--- config.mk ---
export PLATFORM = sky130hd
export DESIGN_NAME = i2c_bit_bang_master_unit
export DESIGN_NICKNAME = d
export VERILOG_FILES = /design/src/design/i2cbb_pkg.sv /design/src/design/i2cbb_seq.sv /design/src/design/i2c_bit_bang_master_unit.sv
export SDC_FILE = /design/constraint.sdc
export NUM_CORES = 1
export LEC_CHECK = 0
export BUFFER_PORTS_ARGS = -buffer_cell sky130_fd_sc_hd__buf_4
export CAP_MARGIN = 20
export CELL_PAD_IN_SITES_DETAIL_PLACEMENT = 2
export CELL_PAD_IN_SITES_GLOBAL_PLACEMENT = 2
export CORE_AREA = 2 2 153 155
export DETAILED_ROUTE_END_ITERATION = 8
export DIE_AREA = 0 0 155 157
export GPL_ROUTABILITY_DRIVEN = 1
export PLACE_DENSITY_LB_ADDON = 0.25
export SLEW_MARGIN = 10
export SYNTH_ARGS = -nofsm -noshare
export SYNTH_HDL_FRONTEND = slang
export SYNTH_SLANG_ARGS = --single-unit
export TNS_END_PERCENT = 30
--- constraint.sdc ---
create_clock -name clk -period 12.69 [get_ports clk]
set_input_delay 2.538 -clock clk [delete_from_list [all_inputs] [get_ports clk]]
set_output_delay 2.538 -clock clk [all_outputs]
set_load 0.005 [all_outputs]
--- src/design/i2cbb_pkg.sv ---
package i2cbb_pkg;

    // default width of the tick delay counter
    localparam int unsigned DELAY_BITS_DEF = 20;

    // scl pulses sent at most while freeing a stuck bus
    localparam int unsigned RECOVERY_PULSES = 16;
    localparam int unsigned PULSE_W         = 5;

    localparam int unsigned CFG_INDEX_W = 2;
    localparam int unsigned CFG_DATA_W  = 20;

    localparam logic [15:0] HALF_PERIOD_RST = 16'd5;
    localparam logic [15:0] EDGE_DELAY_RST  = 16'd0;
    localparam logic [19:0] SETTLE_RST      = 20'd20000;

    typedef enum logic [2:0] {
        OP_TICK    = 3'd0,
        OP_START   = 3'd1,
        OP_STOP    = 3'd2,
        OP_WRITE   = 3'd3,
        OP_READ    = 3'd4,
        OP_RECOVER = 3'd5
    } opcode_t;

    typedef enum logic [CFG_INDEX_W-1:0] {
        CFG_HALF_PERIOD = 2'd0,
        CFG_EDGE_DELAY  = 2'd1,
        CFG_SETTLE      = 2'd2
    } cfg_index_t;

    typedef struct packed {
        opcode_t    opcode;
        logic [7:0] data_byte;
        logic       nack_last;
        logic       sda_sample;
    } item_t;

    typedef struct packed {
        logic [15:0] half_period;
        logic [15:0] edge_delay;
        logic [19:0] settle;
    } cfg_t;

    typedef struct packed {
        logic       scl_out_enable;
        logic       scl_level;
        logic       sda_out_enable;
        logic       sda_level;
        logic       busy;
        logic       done;
        logic       ack_received;
        logic [7:0] read_data;
        logic       recover_ok;
        logic       command_rejected;
    } result_t;

endpackage

--- src/design/i2cbb_seq.sv ---
module i2cbb_seq #(
    parameter int unsigned DELAY_BITS = i2cbb_pkg::DELAY_BITS_DEF
) (
    input  logic              clk,
    input  logic              rst_n,
    input  logic              step,
    input  i2cbb_pkg::item_t  item,
    input  i2cbb_pkg::cfg_t   cfg,
    output i2cbb_pkg::result_t res
);
    import i2cbb_pkg::*;

    typedef enum logic [22:0] {
        PH_IDLE = 23'h000001,
        PH_ST1  = 23'h000002,
        PH_ST2  = 23'h000004,
        PH_FIN  = 23'h000008,
        PH_SP1  = 23'h000010,
        PH_SP2  = 23'h000020,
        PH_WB1  = 23'h000040,
        PH_WB2  = 23'h000080,
        PH_WB3  = 23'h000100,
        PH_WK1  = 23'h000200,
        PH_WK2  = 23'h000400,
        PH_WK3  = 23'h000800,
        PH_RB1  = 23'h001000,
        PH_RB2  = 23'h002000,
        PH_RK1  = 23'h004000,
        PH_RK2  = 23'h008000,
        PH_RV1  = 23'h010000,
        PH_RV3  = 23'h020000,
        PH_RV4  = 23'h040000,
        PH_RP1  = 23'h080000,
        PH_RP2  = 23'h100000,
        PH_RS   = 23'h200000,
        PH_RE   = 23'h400000
    } phase_t;

    phase_t                phase_reg, phase_next;
    logic [DELAY_BITS-1:0] delay_reg, delay_next;
    logic [2:0]            bit_reg, bit_next;
    logic [7:0]            shift_reg, shift_next;
    logic [PULSE_W-1:0]    pulse_reg, pulse_next;
    logic                  nack_reg, nack_next;
    logic                  ack_reg, ack_next;
    logic                  recover_reg, recover_next;
    logic [7:0]            read_reg, read_next;
    logic                  scl_oe_reg, scl_oe_next;
    logic                  scl_lv_reg, scl_lv_next;
    logic                  sda_oe_reg, sda_oe_next;
    logic                  sda_lv_reg, sda_lv_next;

    logic                  done;
    logic                  rejected;
    logic                  do_wb0;
    logic                  do_rb0;
    logic                  do_rv2;
    logic                  do_rp0;
    logic [DELAY_BITS-1:0] dec;
    logic [DELAY_BITS-1:0] hp;
    logic [DELAY_BITS-1:0] ed;
    logic [DELAY_BITS-1:0] st;
    logic [PULSE_W-1:0]    pulse_inc;
    logic                  sda;

    assign hp        = DELAY_BITS'(cfg.half_period);
    assign ed        = DELAY_BITS'(cfg.edge_delay);
    assign st        = DELAY_BITS'(cfg.settle);
    assign pulse_inc = pulse_reg + PULSE_W'(1);
    assign sda       = item.sda_sample;

    always_comb
    begin
        phase_next   = phase_reg;
        delay_next   = delay_reg;
        bit_next     = bit_reg;
        shift_next   = shift_reg;
        pulse_next   = pulse_reg;
        nack_next    = nack_reg;
        ack_next     = ack_reg;
        recover_next = recover_reg;
        read_next    = read_reg;
        scl_oe_next  = scl_oe_reg;
        scl_lv_next  = scl_lv_reg;
        sda_oe_next  = sda_oe_reg;
        sda_lv_next  = sda_lv_reg;
        done         = 1'b0;
        rejected     = 1'b0;
        do_wb0       = 1'b0;
        do_rb0       = 1'b0;
        do_rv2       = 1'b0;
        do_rp0       = 1'b0;
        dec          = '0;
        if (step)
        begin
            unique case (item.opcode)
                OP_TICK:
                begin
                    if (phase_reg != PH_IDLE)
                    begin
                        dec        = (delay_reg != '0) ? delay_reg - DELAY_BITS'(1) : '0;
                        delay_next = dec;
                        if (dec == '0)
                        begin
                            unique case (phase_reg)
                                PH_ST1:
                                begin
                                    sda_oe_next = 1'b1;
                                    sda_lv_next = 1'b0;
                                    delay_next  = ed;
                                    phase_next  = PH_ST2;
                                end
                                PH_ST2:
                                begin
                                    scl_oe_next = 1'b1;
                                    scl_lv_next = 1'b0;
                                    delay_next  = ed;
                                    phase_next  = PH_FIN;
                                end
                                PH_SP1:
                                begin
                                    scl_oe_next = 1'b0;
                                    delay_next  = ed;
                                    phase_next  = PH_SP2;
                                end
                                PH_SP2:
                                begin
                                    sda_oe_next = 1'b0;
                                    delay_next  = ed;
                                    phase_next  = PH_FIN;
                                end
                                PH_WB1:
                                begin
                                    scl_lv_next = 1'b1;
                                    delay_next  = hp;
                                    phase_next  = PH_WB2;
                                end
                                PH_WB2:
                                begin
                                    scl_lv_next = 1'b0;
                                    delay_next  = hp;
                                    phase_next  = PH_WB3;
                                end
                                PH_WB3:
                                begin
                                    if (bit_reg != 3'd0)
                                    begin
                                        bit_next = bit_reg - 3'd1;
                                        do_wb0   = 1'b1;
                                    end
                                    else
                                    begin
                                        sda_oe_next = 1'b0;
                                        delay_next  = hp;
                                        phase_next  = PH_WK1;
                                    end
                                end
                                PH_WK1:
                                begin
                                    scl_lv_next = 1'b1;
                                    delay_next  = hp;
                                    phase_next  = PH_WK2;
                                end
                                PH_WK2:
                                begin
                                    ack_next    = ~sda;
                                    scl_lv_next = 1'b0;
                                    delay_next  = hp;
                                    phase_next  = PH_WK3;
                                end
                                PH_WK3:
                                begin
                                    sda_oe_next = 1'b1;
                                    phase_next  = PH_IDLE;
                                    delay_next  = '0;
                                    done        = 1'b1;
                                end
                                PH_RB1:
                                begin
                                    shift_next[bit_reg] = shift_reg[bit_reg] | sda;
                                    scl_lv_next         = 1'b0;
                                    delay_next          = hp;
                                    phase_next          = PH_RB2;
                                end
                                PH_RB2:
                                begin
                                    if (bit_reg != 3'd0)
                                    begin
                                        bit_next = bit_reg - 3'd1;
                                        do_rb0   = 1'b1;
                                    end
                                    else
                                    begin
                                        sda_oe_next = 1'b1;
                                        sda_lv_next = nack_reg;
                                        delay_next  = hp;
                                        phase_next  = PH_RK1;
                                    end
                                end
                                PH_RK1:
                                begin
                                    scl_lv_next = 1'b1;
                                    delay_next  = hp;
                                    phase_next  = PH_RK2;
                                end
                                PH_RK2:
                                begin
                                    scl_lv_next = 1'b0;
                                    sda_lv_next = 1'b1;
                                    read_next   = shift_reg;
                                    phase_next  = PH_IDLE;
                                    delay_next  = '0;
                                    done        = 1'b1;
                                end
                                PH_RV1:
                                begin
                                    if (sda)
                                    begin
                                        do_rp0 = 1'b1;
                                    end
                                    else
                                    begin
                                        scl_oe_next = 1'b1;
                                        pulse_next  = '0;
                                        do_rv2      = 1'b1;
                                    end
                                end
                                PH_RV3:
                                begin
                                    scl_lv_next = 1'b1;
                                    delay_next  = hp;
                                    phase_next  = PH_RV4;
                                end
                                PH_RV4:
                                begin
                                    pulse_next = pulse_inc;
                                    if (sda || (pulse_inc >= PULSE_W'(RECOVERY_PULSES)))
                                    begin
                                        do_rp0 = 1'b1;
                                    end
                                    else
                                    begin
                                        do_rv2 = 1'b1;
                                    end
                                end
                                PH_RP1:
                                begin
                                    scl_oe_next = 1'b0;
                                    delay_next  = hp;
                                    phase_next  = PH_RP2;
                                end
                                PH_RP2:
                                begin
                                    sda_oe_next = 1'b0;
                                    delay_next  = hp;
                                    phase_next  = PH_RS;
                                end
                                PH_RS:
                                begin
                                    delay_next = st;
                                    phase_next = PH_RE;
                                end
                                PH_RE:
                                begin
                                    recover_next = sda;
                                    phase_next   = PH_IDLE;
                                    delay_next   = '0;
                                    done         = 1'b1;
                                end
                                default:
                                begin
                                    // end of start or stop condition
                                    phase_next = PH_IDLE;
                                    delay_next = '0;
                                    done       = 1'b1;
                                end
                            endcase
                        end
                    end
                end
                OP_START, OP_STOP, OP_WRITE, OP_READ, OP_RECOVER:
                begin
                    if (phase_reg != PH_IDLE)
                    begin
                        rejected = 1'b1;
                    end
                    else
                    begin
                        unique case (item.opcode)
                            OP_START:
                            begin
                                scl_oe_next = 1'b0;
                                sda_oe_next = 1'b0;
                                delay_next  = ed;
                                phase_next  = PH_ST1;
                            end
                            OP_STOP:
                            begin
                                sda_oe_next = 1'b1;
                                sda_lv_next = 1'b0;
                                delay_next  = ed;
                                phase_next  = PH_SP1;
                            end
                            OP_WRITE:
                            begin
                                shift_next = item.data_byte;
                                bit_next   = 3'd7;
                                do_wb0     = 1'b1;
                            end
                            OP_READ:
                            begin
                                nack_next   = item.nack_last;
                                shift_next  = '0;
                                bit_next    = 3'd7;
                                sda_oe_next = 1'b0;
                                do_rb0      = 1'b1;
                            end
                            default:
                            begin
                                scl_oe_next = 1'b0;
                                sda_oe_next = 1'b0;
                                delay_next  = hp;
                                phase_next  = PH_RV1;
                            end
                        endcase
                    end
                end
                default:
                begin
                end
            endcase

            // shared bit-phase actions
            if (do_wb0)
            begin
                sda_oe_next = 1'b1;
                sda_lv_next = shift_next[bit_next];
                delay_next  = hp;
                phase_next  = PH_WB1;
            end
            if (do_rb0)
            begin
                scl_lv_next = 1'b1;
                delay_next  = hp;
                phase_next  = PH_RB1;
            end
            if (do_rv2)
            begin
                scl_lv_next = 1'b0;
                delay_next  = hp;
                phase_next  = PH_RV3;
            end
            if (do_rp0)
            begin
                sda_oe_next = 1'b1;
                sda_lv_next = 1'b0;
                delay_next  = hp;
                phase_next  = PH_RP1;
            end
        end
    end

    always_ff @(posedge clk or negedge rst_n)
    begin
        if (!rst_n)
        begin
            phase_reg   <= PH_IDLE;
            delay_reg   <= '0;
            bit_reg     <= '0;
            shift_reg   <= '0;
            pulse_reg   <= '0;
            nack_reg    <= 1'b0;
            ack_reg     <= 1'b0;
            recover_reg <= 1'b0;
            read_reg    <= '0;
            scl_oe_reg  <= 1'b0;
            scl_lv_reg  <= 1'b1;
            sda_oe_reg  <= 1'b0;
            sda_lv_reg  <= 1'b1;
        end
        else
        begin
            phase_reg   <= phase_next;
            delay_reg   <= delay_next;
            bit_reg     <= bit_next;
            shift_reg   <= shift_next;
            pulse_reg   <= pulse_next;
            nack_reg    <= nack_next;
            ack_reg     <= ack_next;
            recover_reg <= recover_next;
            read_reg    <= read_next;
            scl_oe_reg  <= scl_oe_next;
            scl_lv_reg  <= scl_lv_next;
            sda_oe_reg  <= sda_oe_next;
            sda_lv_reg  <= sda_lv_next;
        end
    end

    always_comb
    begin
        res.scl_out_enable   = scl_oe_next;
        res.scl_level        = scl_lv_next;
        res.sda_out_enable   = sda_oe_next;
        res.sda_level        = sda_lv_next;
        res.busy             = (phase_next != PH_IDLE);
        res.done             = done;
        res.ack_received     = ack_next;
        res.read_data        = read_next;
        res.recover_ok       = recover_next;
        res.command_rejected = rejected;
    end

endmodule

--- src/design/i2c_bit_bang_master_unit.sv ---
// channel   direction  handshake               payload
// input     in         in_valid / in_stall     opcode, data_byte, nack_last, sda_sample
// result    out        out_valid / out_stall   pin drive, busy, done, ack, read data, status
// config    in         cfg_we                  cfg_index, cfg_data
//
// one beat in, one beat out; a beat can be taken every clock cycle while the result is not stalled
// a beat passes the input register, then a sequencer step into the result register
// the pace is set by the single sequencer step between input and result registers
// async active-low reset releases both lines, idles the sequencer, loads register defaults
// a stalled result holds the result register; the input register then fills and stalls in
module i2c_bit_bang_master_unit #(
    parameter int unsigned DELAY_BITS = i2cbb_pkg::DELAY_BITS_DEF
) (
    input  logic                              clk,
    input  logic                              rst_n,

    // command and tick beats
    input  logic                              in_valid,
    output logic                              in_stall,
    input  logic [2:0]                        opcode,
    input  logic [7:0]                        data_byte,
    input  logic                              nack_last,
    input  logic                              sda_sample,

    // result beats
    output logic                              out_valid,
    input  logic                              out_stall,
    output logic                              scl_out_enable,
    output logic                              scl_level,
    output logic                              sda_out_enable,
    output logic                              sda_level,
    output logic                              busy_res,
    output logic                              done_res,
    output logic                              ack_received,
    output logic [7:0]                        read_data,
    output logic                              recover_ok,
    output logic                              command_rejected,

    // register writes
    input  logic                              cfg_we,
    input  logic [i2cbb_pkg::CFG_INDEX_W-1:0] cfg_index,
    input  logic [i2cbb_pkg::CFG_DATA_W-1:0]  cfg_data
);
    import i2cbb_pkg::*;

    // input register
    logic    in_vld_reg, in_vld_next;
    item_t   item_reg;

    // result register
    logic    out_vld_reg, out_vld_next;
    result_t res_reg;
    result_t seq_res;

    // configuration registers
    cfg_t    cfg_reg;

    logic    step;
    logic    in_take;

    // the sequencer steps when an input beat waits and the result slot is free
    assign step     = in_vld_reg && (!out_vld_reg || !out_stall);
    assign in_stall = in_vld_reg && !step;
    assign in_take  = in_valid && !in_stall;

    always_comb
    begin
        in_vld_next = in_vld_reg;
        if (in_take)
        begin
            in_vld_next = 1'b1;
        end
        else if (step)
        begin
            in_vld_next = 1'b0;
        end
    end

    always_comb
    begin
        out_vld_next = out_vld_reg;
        if (step)
        begin
            out_vld_next = 1'b1;
        end
        else if (!out_stall)
        begin
            out_vld_next = 1'b0;
        end
    end

    always_ff @(posedge clk or negedge rst_n)
    begin
        if (!rst_n)
        begin
            in_vld_reg  <= 1'b0;
            out_vld_reg <= 1'b0;
        end
        else
        begin
            in_vld_reg  <= in_vld_next;
            out_vld_reg <= out_vld_next;
        end
    end

    // payload registers carry no reset
    always_ff @(posedge clk)
    begin
        if (in_take)
        begin
            item_reg.opcode     <= opcode_t'(opcode);
            item_reg.data_byte  <= data_byte;
            item_reg.nack_last  <= nack_last;
            item_reg.sda_sample <= sda_sample;
        end
        if (step)
        begin
            res_reg <= seq_res;
        end
    end

    // register writes; indexes beyond the list are dropped
    always_ff @(posedge clk or negedge rst_n)
    begin
        if (!rst_n)
        begin
            cfg_reg.half_period <= HALF_PERIOD_RST;
            cfg_reg.edge_delay  <= EDGE_DELAY_RST;
            cfg_reg.settle      <= SETTLE_RST;
        end
        else if (cfg_we)
        begin
            unique case (cfg_index)
                CFG_HALF_PERIOD: cfg_reg.half_period <= cfg_data[15:0];
                CFG_EDGE_DELAY:  cfg_reg.edge_delay  <= cfg_data[15:0];
                CFG_SETTLE:      cfg_reg.settle      <= cfg_data[19:0];
                default:
                begin
                end
            endcase
        end
    end

    // pin sequencer: phase, tick delay, bit shifter and held status
    i2cbb_seq #(
        .DELAY_BITS (DELAY_BITS)
    ) u_seq (
        .clk   (clk),
        .rst_n (rst_n),
        .step  (step),
        .item  (item_reg),
        .cfg   (cfg_reg),
        .res   (seq_res)
    );

    assign out_valid        = out_vld_reg;
    assign scl_out_enable   = res_reg.scl_out_enable;
    assign scl_level        = res_reg.scl_level;
    assign sda_out_enable   = res_reg.sda_out_enable;
    assign sda_level        = res_reg.sda_level;
    assign busy_res         = res_reg.busy;
    assign done_res         = res_reg.done;
    assign ack_received     = res_reg.ack_received;
    assign read_data        = res_reg.read_data;
    assign recover_ok       = res_reg.recover_ok;
    assign command_rejected = res_reg.command_rejected;

    // a finished sequence leaves the sequencer idle
    assert property (@(posedge clk) disable iff (!rst_n)
        out_valid && done_res |-> !busy_res)
        else $error("done reported while still busy");

    // a rejected command only happens while a sequence runs
    assert property (@(posedge clk) disable iff (!rst_n)
        out_valid && command_rejected |-> busy_res && !done_res)
        else $error("command rejected while idle or finishing");

    // the input side only stalls while the input register holds a beat
    assert property (@(posedge clk) disable iff (!rst_n)
        in_stall |-> in_vld_reg && out_vld_reg && out_stall)
        else $error("input stalled without a blocked result");

    // every stepped beat shows up as a result on the next cycle
    assert property (@(posedge clk) disable iff (!rst_n)
        step |=> out_valid)
        else $error("stepped beat produced no result");

endmodule
Yosys cells after proc, flatten, opt, wreduce, memory -nomap -nowiden
Index checks and enable logic that the tools add are counted.
W data, S select, Z words.
{"block": "word_totals", "ff_bits": 158, "inputBits": 40, "output_inout_bits": 19, "word_cells": 252}
{"block": "classes", "muxes": 135, "add_sub_neg": 3, "n_reduce_logical": 40, "n_eq_ne": 35, "n_bitwise": 3, "n_lt_le_gt_ge": 4}
{"op": "$pmux W23 S16", "n": 1}
{"op": "$mux W23", "n": 10}
{"op": "$mux W20", "n": 9}
{"op": "$pmux W20 S5", "n": 1}
{"op": "$mux W8", "n": 10}
{"op": "$pmux W20 S2", "n": 2}
{"op": "$mux W1", "n": 72}
{"op": "$pmux W23 S3", "n": 1}
{"op": "$ne A23 B1 Y1 const B", "n": 2}
{"op": "$pmux W23 S2", "n": 1}
{"op": "$pmux W8 S2", "n": 2}
{"op": "$eq A23 B10 Y1 const B", "n": 1}
{"op": "$eq A23 B11 Y1 const B", "n": 1}
{"op": "$eq A23 B12 Y1 const B", "n": 1}
{"op": "$eq A23 B13 Y1 const B", "n": 1}
{"op": "$eq A23 B14 Y1 const B", "n": 1}
{"op": "$eq A23 B15 Y1 const B", "n": 1}
{"op": "$eq A23 B16 Y1 const B", "n": 1}
{"op": "$eq A23 B17 Y1 const B", "n": 1}
{"op": "$eq A23 B18 Y1 const B", "n": 1}
{"op": "$eq A23 B19 Y1 const B", "n": 1}
{"op": "$eq A23 B2 Y1 const B", "n": 1}
{"op": "$eq A23 B20 Y1 const B", "n": 1}
{"op": "$eq A23 B21 Y1 const B", "n": 1}
{"op": "other kinds (57)", "n": 96}

Depth between registers and ports, before layout
{"block": "depth", "word_depth": 15, "ltp_mapped": 15, "depth_no_buf": 13}

By module
From an unflattened synthesis, not the netlist that was laid out.
{"block": "hier_totals", "cells_unflattened": 1002, "area_unflattened_um2": 9532.9}
{"module": "i2cbb_seq", "seq_area_each_um2": 1855.5, "cells_each": 853, "area_per_inst_um2": 6583.8, "n_inst": 1}
{"module": "i2c_bit_bang_master_unit", "seq_area_each_um2": 2260.9, "cells_each": 149, "area_per_inst_um2": 2949.1, "n_inst": 1}

Worst setup path before layout
Ideal clock, no wire load.
{"block": "synth_path", "path_type": "input to output", "start": "input out_stall", "end": "output in_stall", "slack_ps": 7460, "t_arrival_ps": 2692, "path_buffers": 0, "required_time_ps": 10152, "path_stages": 2, "path_cell_list": "nand3_1 > inv_1"}
{"block": "synth_between", "elab_chain_len": 5}
{"element": "start, declared", "line_no": "i2c_bit_bang_master_unit.sv:27", "text": "input logic out_stall,"}
{"element": "$logic_not A1 Y1"}
{"element": "$logic_or A1 B1 Y1", "line_no": "i2c_bit_bang_master_unit.sv:62", "text": "assign step = in_vld_reg && (!out_vld_reg || !out_stall);"}
{"element": "$logic_and A1 B1 Y1", "line_no": "i2c_bit_bang_master_unit.sv:62"}
{"element": "$logic_not A1 Y1", "line_no": "i2c_bit_bang_master_unit.sv:63", "text": "assign in_stall = in_vld_reg && !step;"}
{"element": "$logic_and A1 B1 Y1", "line_no": "i2c_bit_bang_master_unit.sv:63"}
{"element": "end, declared", "line_no": "i2c_bit_bang_master_unit.sv:19", "text": "output logic in_stall,"}
Every way passes these cells.

Final worst setup path
Ends and elaborated chain as after synthesis.

==> results.cfg <==
[worst_setup_path]
r2r_slack_ns = 7.20
cp.arrival_ns = 2.96
critPathKind = input port to output pin
crit_path_end_kind = output pin
startpoint_type = input port
required_ns = 10.15
r2r_cells = 14
cp_max_fo = 3

[final_layout]
insertedDiodeCount = 0
fill_cells = 2368
synthToLayoutAreaGrowth_pct = 15.2
fin_nets = 1036
drive_above_1_share_pct = 21.1
largest_reg_flops = 52

[timing]
drv_slew = 0
rsz0062_at_grt = no
fin_worst_skew_ns = 0.00926
hold_ws_ns = 0.496
tns_ns = 0
max_clock_freq_mhz = 182
fin_ws_ns = 7.19
worstMarginPinSlew_ns = 1.01
slew_headroom_pct = 32.5
final-hold-violation-count = 0
setup_viol = 0
period_needed_ns = 5.50
fin_crit_sh_pct = 43.3

[yosys]
synth-edff-count = 30
synth.net_count = 989
yosysTopAreaCell = dfrtp_1
synth.area.top_cells = dfrtp_1 32%, edfxtp_1 9.9%, mux2_2 8.4%, nor2_1 3.6%, o21ai_0 3.2%
async_flop_share_pct = 81.0
syn_area_mm2 = 0.00912
synth_top_area_share_pct = 32.4
yosysWarnings = 0
synthCells = 944
ys.flop_type = dfrtp_1
avgSynthCellArea_um2 = 9.66
synth_seq_cells = 158
ys_seq_area_share_pct = 45.1
synthDistinctLibCells = 82

[detailed_routing]
wl_per_cell_um = 26.5
first_pass_iters = 6
final_antenna_net_count = 0
via_count = 8358
drt-initial-drc-count = 627
wirelength_um = 34200
drc_errors = 0
via_per_inst = 6.48

[die]
coreArea_mm2 = 0.0225
die-area_mm2 = 0.0243
io_pins = 59
start_util_pct = 40.5
fp.dieH_um = 157
rows = 55
die_w_um = 155

[pwr]
clockPowerShare_pct = 36.6
p_sw_mw = 0.480
swShare_pct = 32.0
power.internal_mw = 1.02
pwr-share-seq_pct = 44.4
max-vdd-ir-drop_uv = 80.6
p_leak_nw = 4.14
power_frac_comb_pct = 19.0
powerDensity_mw_per_mm2 = 143

[placed_design]
gp_congestion = 0.926
dp_hpwl_um = 24000
port_buffers = 58
pre_cts_ws_ns = 7.19

[global_route]
grt.total_usage_pct = 29.1
antenna_found_initial = 0
grt_pass1_vias = 9234
overflow = 0
grt_start_max_net_pins = 75
grt_pass1_wl_um = 54100

[clocking]
post_cts_resized = 0
cts_buffers = 17
clock_path_buffers = 2
hold_buffers = 0
clk_pin_slew_ns = 0.07
h-tree-depth = 4
postCtsSetupRepairBufs = 0
cts_tree = done
cts.sinks = 158
cts-root-buf = clkbuf_16
insertion_delay_ns = 0.45

[worst_hold_path]
hold_path_class = flop to flop
min_path_cells = 1

[run_status]
status = finished clean

[job]
maxCapViolations = 0
through the flow:
| step | total power [mW] | utilization [%] | cells | cell area (µm²) |
|---|---|---|---|---|
| 2_1_floorplan | 0.842 | - | 944 | 9120 |
| 3_3_place_gp | 0.936 | 43.9 | 1257 | 9890 |
| 3_5_place_dp | 0.954 | 43.9 | 1257 | 9890 |
| 4_1_cts | 1.51 | 46.7 | 1289 | 10500 |
| 5_1_grt | 1.57 | 46.7 | 1289 | 10500 |
| 6_report | 1.50 | 46.7 | 1289 | 10500 |
layout by cell type, fill, tap and decap left out, types with 10 or more instances in the layout:
cell,instances
a21o_1,10
a21oi_1,50
a222oi_1,15
a31oi_1,14
buf_4,78
clkbuf_16,18
dfrtp_1,118
dfstp_2,10
edfxtp_1,30
inv_1,32
mux2_2,68
nand2_1,78
nand3_1,22
nand4_1,16
nor2_1,87
nor3_1,40
nor4_1,20
o21ai_0,59
o221ai_1,17
o22a_1,21
or3_1,10
or4_1,10
final timing paths:
check	start	to
worst min-delay path	u_seq.read_reg[4]	u_seq.read_reg[4]
worst max register to register	u_seq.delay_reg[0]	u_seq.delay_reg[17]
max in group asynchronous	rst_n	u_seq.shift_reg[7]
worst min register to register	u_seq.read_reg[4]	u_seq.read_reg[4]
min in group asynchronous	rst_n	cfg_reg[27]
worst max-delay path	out_stall	in_stall
power by group through the flow:
stage | registers, mW | logic (mW) | clock network [mW]
floorplan | 0.632 | 0.210 | 0
global placement | 0.666 | 0.270 | 0
detailed placement | 0.672 | 0.282 | 0
CTS | 0.665 | 0.288 | 0.558
global route | 0.676 | 0.317 | 0.577
finish | 0.666 | 0.286 | 0.549
logic make-up (layout without fill, tap and decap cells):
kind of cell	after synthesis	after routing	share of synthesized area (%)
buffers and inverters	83	143	3.70
and+or+nand+nor	342	342	19.3
xor gates and xnor gates	13	13	1.25
muxes	77	77	9.52
DFF	158	158	45.1
AOI/OAI and AO/OA	266	266	20.4
adders and majority gates	5	5	0.686
Yosys cell counts, types with 14 or more instances:
| cell | count |
|---|---|
| a21oi_1 | 50 |
| a222oi_1 | 15 |
| a31oi_1 | 14 |
| clkbuf_1 | 41 |
| dfrtp_1 | 118 |
| edfxtp_1 | 30 |
| inv_1 | 32 |
| mux2_2 | 68 |
| nand2_1 | 78 |
| nand3_1 | 22 |
| nand4_1 | 16 |
| nor2_1 | 87 |
| nor3_1 | 41 |
| nor4_1 | 21 |
| o21ai_0 | 59 |
| o221ai_1 | 17 |
| o22a_1 | 21 |
per-layer routing:
| layer | vias up | wire, µm | global-route usage, % |
|---|---|---|---|
| li1 | 3700 | - | - |
| met1 | 4341 | 14100 | 36.0 |
| met2 | 245 | 17400 | 51.2 |
| met3 | 72 | 1620 | 4.57 |
| met4 | 0 | 1090 | 11.5 |
| met5 | - | 0 | 0 |
critical path, stage by stage:
cell and delay (ns):
buf_4 0.11, nand3_1 0.12, inv_1 0.06, buf_4 0.13
cell type report:
| cell class | count | area (µm²) | share of cell area (%) |
|---|---|---|---|
| clock buffer | 19 | 454 | 4.32 |
| clock inverter | 13 | 163 | 1.55 |
| timing repair buffer | 79 | 597 | 5.68 |
| tap | 285 | 357 | 3.39 |
| sequential | 158 | 4120 | 39.2 |
| inverter | 32 | 120 | 1.14 |
| multi-input combinational | 703 | 4700 | 44.7 |
Power figures use the tool's default switching activity.
